**config.mk**
```make
export PLATFORM = sky130hd
export DESIGN_NAME = greedy_char_word_wrap
export DESIGN_NICKNAME = d
export VERILOG_FILES = /design/src/gww_pkg.sv /design/src/gww_core.sv /design/src/gww_out_fifo.sv /design/src/greedy_char_word_wrap.sv
export SDC_FILE = /design/constraint.sdc
export NUM_CORES = 1
export LEC_CHECK = 0
export ABC_AREA = 1
export BUFFER_PORTS_ARGS = -buffer_cell sky130_fd_sc_hd__buf_2
export CAP_MARGIN = 20
export CORE_MARGIN = 4
export CORE_UTILIZATION = 45
export DETAILED_ROUTE_END_ITERATION = 8
export PLACE_DENSITY = 0.63
export SKIP_CTS_REPAIR_TIMING = 1
export SYNTH_ARGS = -nofsm -noshare
export SYNTH_HDL_FRONTEND = slang
export SYNTH_SLANG_ARGS = --single-unit
export TNS_END_PERCENT = 30
```
**constraint.sdc**
```tcl
create_clock -name clk_i -period 3.23 [get_ports clk_i]
set_input_delay 0.8075 -clock clk_i [delete_from_list [all_inputs] [get_ports clk_i]]
set_output_delay 0.8075 -clock clk_i [all_outputs]
set_load 0.005 [all_outputs]
```
**src/gww_pkg.sv**
```systemverilog
package gww_pkg;

  localparam int unsigned PosW   = 16;
  localparam int unsigned WidthW = 8;
  localparam int unsigned FifoDepth = 4;
  localparam int unsigned FifoPtrW  = $clog2(FifoDepth);
  localparam int unsigned FifoCntW  = $clog2(FifoDepth + 1);

  localparam logic [7:0] CH_SPACE = 8'h20;
  localparam logic [7:0] CH_CR    = 8'h0D;
  localparam logic [7:0] CH_LF    = 8'h0A;

  localparam logic [WidthW-1:0] LINE_WIDTH_RESET = 8'd80;
  localparam logic [WidthW-1:0] WIDTH_MAX        = 8'hFF;

  typedef struct packed {
    logic [PosW-1:0] line_start;
    logic            final_line;
  } result_t;

  // Up to two results per item: a break, then the end-of-text line start
  typedef struct packed {
    logic    brk_valid;
    logic    eot_valid;
    result_t brk_res;
    result_t eot_res;
  } res_pair_t;

endpackage

```
**src/gww_core.sv**
```systemverilog
module gww_core
  import gww_pkg::*;
(
  input  logic              clk_i,
  input  logic              rst_ni,
  input  logic              cfg_we_i,
  input  logic [WidthW-1:0] cfg_wdata_i,
  input  logic              accept_i,
  input  logic [7:0]        ch_i,
  input  logic              eot_i,
  output res_pair_t         res_o
);

  logic [WidthW-1:0] line_width_q;
  logic [PosW-1:0]   pos_q, pos_d;
  logic [PosW-1:0]   cs_q, cs_d;
  logic [PosW-1:0]   sp_q, sp_d;
  logic [WidthW-1:0] rw_q, rw_d;
  logic              pcr_q, pcr_d;

  logic [WidthW-1:0] lw_eff;
  logic [PosW-1:0]   sp_eff;
  logic [PosW-1:0]   gap;
  logic [WidthW-1:0] rw_base;
  logic              carried;

  // Per-character line state update
  always_comb begin
    pos_d   = pos_q + 1'b1;
    cs_d    = cs_q;
    sp_d    = sp_q;
    rw_d    = rw_q;
    pcr_d   = 1'b0;
    res_o   = '0;
    lw_eff  = (line_width_q == '0) ? WidthW'(1) : line_width_q;
    sp_eff  = (ch_i == CH_SPACE) ? pos_q : sp_q;
    gap     = pos_q - sp_eff;
    rw_base = rw_q;
    carried = 1'b0;

    if (pcr_q && ch_i == CH_LF) begin
      // LF right after CR folds into the CR break
      cs_d = pos_q + 1'b1;
    end else begin
      sp_d = sp_eff;
      if (ch_i == CH_CR || ch_i == CH_LF) begin
        res_o.brk_valid = 1'b1;
        res_o.brk_res   = '{line_start: cs_q, final_line: 1'b0};
        cs_d  = pos_q + 1'b1;
        sp_d  = '0;
        rw_d  = '0;
        pcr_d = (ch_i == CH_CR);
      end else begin
        if (rw_q >= lw_eff) begin
          res_o.brk_valid = 1'b1;
          res_o.brk_res   = '{line_start: cs_q, final_line: 1'b0};
          if (sp_eff != '0) begin
            // Break after the last space, carry the word over
            cs_d    = sp_eff + 1'b1;
            rw_d    = (|gap[PosW-1:WidthW]) ? WIDTH_MAX : gap[WidthW-1:0];
            sp_d    = '0;
            carried = 1'b1;
          end else begin
            // No space on the line: break mid-word
            cs_d    = pos_q;
            rw_base = '0;
          end
        end
        if (!carried) begin
          rw_d = (rw_base != WIDTH_MAX) ? rw_base + 1'b1 : rw_base;
        end
      end
    end

    // Close the text and start over
    if (eot_i) begin
      res_o.eot_valid = 1'b1;
      res_o.eot_res   = '{line_start: cs_d, final_line: 1'b1};
      pos_d = '0;
      cs_d  = '0;
      sp_d  = '0;
      rw_d  = '0;
      pcr_d = 1'b0;
    end

    if (!accept_i) begin
      res_o.brk_valid = 1'b0;
      res_o.eot_valid = 1'b0;
    end
  end

  // Hold state between items, advance on accept
  always_ff @(posedge clk_i or negedge rst_ni) begin
    if (!rst_ni) begin
      line_width_q <= LINE_WIDTH_RESET;
      pos_q        <= '0;
      cs_q         <= '0;
      sp_q         <= '0;
      rw_q         <= '0;
      pcr_q        <= 1'b0;
    end else begin
      if (cfg_we_i) begin
        line_width_q <= cfg_wdata_i;
      end
      if (accept_i) begin
        pos_q <= pos_d;
        cs_q  <= cs_d;
        sp_q  <= sp_d;
        rw_q  <= rw_d;
        pcr_q <= pcr_d;
      end
    end
  end

endmodule

```
**src/gww_out_fifo.sv**
```systemverilog
module gww_out_fifo
  import gww_pkg::*;
(
  input  logic      clk_i,
  input  logic      rst_ni,
  input  res_pair_t push_i,
  output logic      room_o,
  output logic      valid_o,
  input  logic      ready_i,
  output result_t   data_o
);

  result_t              mem_q [FifoDepth];
  logic [FifoPtrW-1:0]  wr_ptr_q, rd_ptr_q;
  logic [FifoCntW-1:0]  cnt_q;
  logic                 pop;
  logic                 push_one, push_two;
  result_t              first, second;
  logic [FifoPtrW-1:0]  wr_ptr_nxt;

  assign pop      = valid_o && ready_i;
  assign push_two = push_i.brk_valid && push_i.eot_valid;
  assign push_one = push_i.brk_valid ^ push_i.eot_valid;
  assign first    = push_i.brk_valid ? push_i.brk_res : push_i.eot_res;
  assign second   = push_i.eot_res;
  assign wr_ptr_nxt = wr_ptr_q + 1'b1;

  assign valid_o = (cnt_q != '0);
  assign data_o  = mem_q[rd_ptr_q];
  // Keep room for the two results one item may cause
  assign room_o  = (cnt_q <= FifoCntW'(FifoDepth - 2));

  // Store results
  always_ff @(posedge clk_i) begin
    if (push_one || push_two) begin
      mem_q[wr_ptr_q] <= first;
    end
    if (push_two) begin
      mem_q[wr_ptr_nxt] <= second;
    end
  end

  // Advance pointers and count
  always_ff @(posedge clk_i or negedge rst_ni) begin
    if (!rst_ni) begin
      wr_ptr_q <= '0;
      rd_ptr_q <= '0;
      cnt_q    <= '0;
    end else begin
      if (push_two) begin
        wr_ptr_q <= wr_ptr_q + FifoPtrW'(2);
      end else if (push_one) begin
        wr_ptr_q <= wr_ptr_nxt;
      end
      if (pop) begin
        rd_ptr_q <= rd_ptr_q + 1'b1;
      end
      cnt_q <= cnt_q + FifoCntW'({push_two, push_one}) - FifoCntW'(pop);
    end
  end

endmodule

```
**src/greedy_char_word_wrap.sv**
```systemverilog
// Throughput: one character per cycle while the output queue has room for two results; a
//   character that both breaks a line and ends the text gives two results, which are stored
//   in the queue (four entries); it drains one result per cycle while m_axis_tready is high.
// Reset: rst_ni clears the line state and the output queue; line width returns to 80.
module greedy_char_word_wrap
  import gww_pkg::*;
(
  input  logic              clk_i,
  input  logic              rst_ni,
  input  logic              cfg_we_i,
  input  logic [WidthW-1:0] cfg_wdata_i,
  input  logic              s_axis_tvalid,
  output logic              s_axis_tready,
  input  logic [7:0]        s_axis_tdata,   // [7:0] ch
  input  logic              s_axis_tlast,   // end_of_text
  output logic              m_axis_tvalid,
  input  logic              m_axis_tready,
  output logic [PosW-1:0]   m_axis_tdata,   // [15:0] line_start
  output logic              m_axis_tlast    // final_line
);

  logic      accept;
  logic      room;
  res_pair_t res;
  result_t   out_res;

  assign s_axis_tready = room;
  assign accept        = s_axis_tvalid && room;

  gww_core u_core (
    .clk_i       (clk_i),
    .rst_ni      (rst_ni),
    .cfg_we_i    (cfg_we_i),
    .cfg_wdata_i (cfg_wdata_i),
    .accept_i    (accept),
    .ch_i        (s_axis_tdata),
    .eot_i       (s_axis_tlast),
    .res_o       (res)
  );

  gww_out_fifo u_out_fifo (
    .clk_i   (clk_i),
    .rst_ni  (rst_ni),
    .push_i  (res),
    .room_o  (room),
    .valid_o (m_axis_tvalid),
    .ready_i (m_axis_tready),
    .data_o  (out_res)
  );

  assign m_axis_tdata = out_res.line_start;
  assign m_axis_tlast = out_res.final_line;

endmodule
```
==> results.toml <==
[run_status]
status = "complete, no violations"

[sta]
fin_skew_ns = 0.008299
finalHoldViolCount = 0
tns_ns = 0
fin_ws_ns = 0.2137
rsz0062_at_grt = "true"
max_slew_margin_pct = 58.55
post-route-min-period_ns = 3.016
fmax_ghz = 0.3315
setup_viol = 0
tightestPinTransition_ns = 0.6210
hold_ws_ns = 0.3380
fin_crit_sh_pct = 93.38
slew_violations = 0

[critical_path]
r2r_cells = 17
endpoint = "u_out_fifo.cnt_q[2]$_DFF_PN0_"
r2r_end = "u_out_fifo.cnt_q[2]$_DFF_PN0_"
end_kind = "register"
rr_startpoint = "u_core.line_width_q[6]$_DFFE_PN1P_"
required_ns = 3.57
arrival_ns = 3.36
reg2reg_slack_ns = 0.21
startpoint = "u_core.line_width_q[6]$_DFFE_PN1P_"
worstSetupPathType = "register to register"
start_kind = "register"
path_max_fanout = 3

[pwr]
p_total_mw = 9.324
peakVddDrop_v = 0.0007546
power.density_nw_per_um2 = 809.4
p_leak_nw = 5.576

[global_routing]
grt_first_pass_wirelength_um = 43500
grt_start_max_net_pins = 37
track_usage_pct = 22.57
antenna_found_initial = 0
grt_pass1_vias = 8589
grt-ovfl-total = 0

[clocking]
clock_sinks = 140
cts_root_buffer = "clkbuf_16"
cts_tree = "yes"
htree_levels = 4
cts.path.max_buffers = 2
cts_inserted_buffers = 17
worstSkewPairLatency_ns = 0.42
clk_pin_slew_ns = 0.06

[logic_synthesis]
synth_nets = 1305
synth-edff-count = 68
synth_area_leaders = "edfxtp_1 21%, dfrtp_1 18%, nand2_1 15%"
yosys_warnings = 0
synth_cell_types = 56
ys_dominant_reg_cell = "dfrtp_1"
syn_area_um2 = 9548
synth_common_cells = "391 x nand2_1, 128 x inv_1, 82 x nor2_1"
post-synth-top-count-cell = "nand2_1"
synth_largest_area_cell = "edfxtp_1"
yosysTopAreaCellShare_pct = 21.39
syn-instance-count = 1249
synthArstFlopShare_pct = 51.43
ys_seq_elements = 140
seq_area_frac_synth_pct = 40.28
avgSynthCellArea_um2 = 7.644

[hold_path]
min_path_type = "input port to async pin"

[placed_design]
placed_area_um2 = 10890
hpwlAfterDp_um = 19800
gp_congestion = 0.9469
post-place-ws_ns = -0.1644
io_buffer_count = 40

[floorplan]
fp.dieH_um = 153.7
row_count = 53
core-area_um2 = 20960
start_util_pct = 45.56
die_w_um = 153.7
io_pins = 41
dieArea_um2 = 23610

[layout]
nFillCells = 1995
drive_above_1_share_pct = 23.18
nets = 1432
antenna_cells = 0
stdcell_area_um2 = 11520
syn_to_final_growth_pct = 20.65

[drt]
wire_per_inst_um = 15.72
ant_nets = 0
via_count = 8745
wirelength_um = 26160
drtIter0Drc = 565
drc = 0
dr.pass1.iters = 5
vias_per_cell = 5.255

[run]
max-cap-violations = 0
area by class of cell:
| type | instances | area [um2] | area share (%) |
|---|---|---|---|
| multi-input cells | 920 | 5027 | 43.64 |
| repair buffers | 149 | 1124 | 9.753 |
| well taps | 275 | 344.1 | 2.987 |
| inverters | 148 | 596.8 | 5.181 |
| clock inverters | 15 | 156.4 | 1.358 |
| clock buffers | 17 | 425.4 | 3.693 |
| flip-flops and latches | 140 | 3846 | 33.39 |
registers in the layout, indices dropped and copies added, names as in the netlist:
signal	count
u_core.cs_q	16
u_core.line_width_q	8
u_core.pcr_q	1
u_core.pos_q	16
u_core.rw_q	8
u_core.sp_q	16
u_out_fifo.cnt_q	3
u_out_fifo.mem_q	68
u_out_fifo.rd_ptr_q	2
u_out_fifo.wr_ptr_q	2
cells by family (layout without fill, tap and decap cells):
| kind of cell | Yosys count | in the layout | share of synthesized area, % |
|---|---|---|---|
| fa+ha+maj | 34 | 34 | 4.534 |
| xor+xnor | 29 | 29 | 2.660 |
| simple gates | 651 | 651 | 31.12 |
| compound gates | 206 | 206 | 13.08 |
| flops | 140 | 140 | 40.28 |
| buf+inv | 189 | 329 | 8.321 |
power by group:
group / switching (mW) / leakage [nW] / internal (mW)
registers: 0.373 / 1.59 / 2.25
logic: 3.04 / 3.71 / 1.74
clock network: 0.842 / 0.274 / 1.09
worst min-delay path by stage:
stage	start	end	slack (ns)	cells after the start
floorplan	u_core.sp_q[10]$_DFFE_PN0P_	u_core.sp_q[10]$_DFFE_PN0P_	0.45	2
global placement	u_core.sp_q[10]$_DFFE_PN0P_	u_core.sp_q[10]$_DFFE_PN0P_	0.49	2
detailed placement	u_core.sp_q[9]$_DFFE_PN0P_	u_core.sp_q[9]$_DFFE_PN0P_	0.48	2
CTS	rst_ni	u_out_fifo.rd_ptr_q[1]$_DFFE_PN0P_	0.35	1
global route	rst_ni	u_out_fifo.rd_ptr_q[1]$_DFFE_PN0P_	0.36	1
finish	rst_ni	u_out_fifo.rd_ptr_q[1]$_DFFE_PN0P_	0.34	1
per-stage QoR:
stage / cells / utilization [%]
2_1_floorplan: 1249 / -
3_3_place_gp: 1632 / 51.97
3_5_place_dp: 1632 / 51.97
4_1_cts: 1664 / 54.75
5_1_grt: 1664 / 54.97
6_report: 1664 / 54.97
cells in the final DEF, fill, tap and decap left out, drive strengths merged, types with 7 or more instances in the layout:
| master | count |
|---|---|
| a21oi | 28 |
| a22o | 12 |
| buf | 148 |
| clkbuf | 18 |
| dfrtp | 70 |
| edfxtp | 68 |
| ha | 33 |
| inv | 153 |
| nand2 | 426 |
| nand3 | 86 |
| nand4 | 13 |
| nor2 | 104 |
| nor3 | 15 |
| o21ai | 106 |
| o22ai | 44 |
| xnor2 | 7 |
| xor2 | 22 |
worst max-delay path, cell delays in order, from the launching register on:
cell	delay, ns
dfstp_2	0.36
inv_1	0.09
nand4_1	0.10
o41ai_2	0.25
ha_1	0.20
nor2_1	0.04
o21ai_0	0.14
nand2_1	0.06
nand2_1	0.10
nand3_4	0.12
nor2_4	0.14
nor2_2	0.05
ha_2	0.18
inv_1	0.07
ha_1	0.25
fa_1	0.44
xnor2_1	0.18
xor2_1	0.16
layer usage:
metal	track usage, %	share of wire, %	vias up	wire length, um
met1	30.44	45	4061	11780
met5	0	0	-	0
met4	7.822	2.3	0	596
li1	-	-	4367	-
met2	37.48	47	266	12420
met3	3.096	5.2	51	1360
No activity file was read; power rests on OpenSTA's default activity.
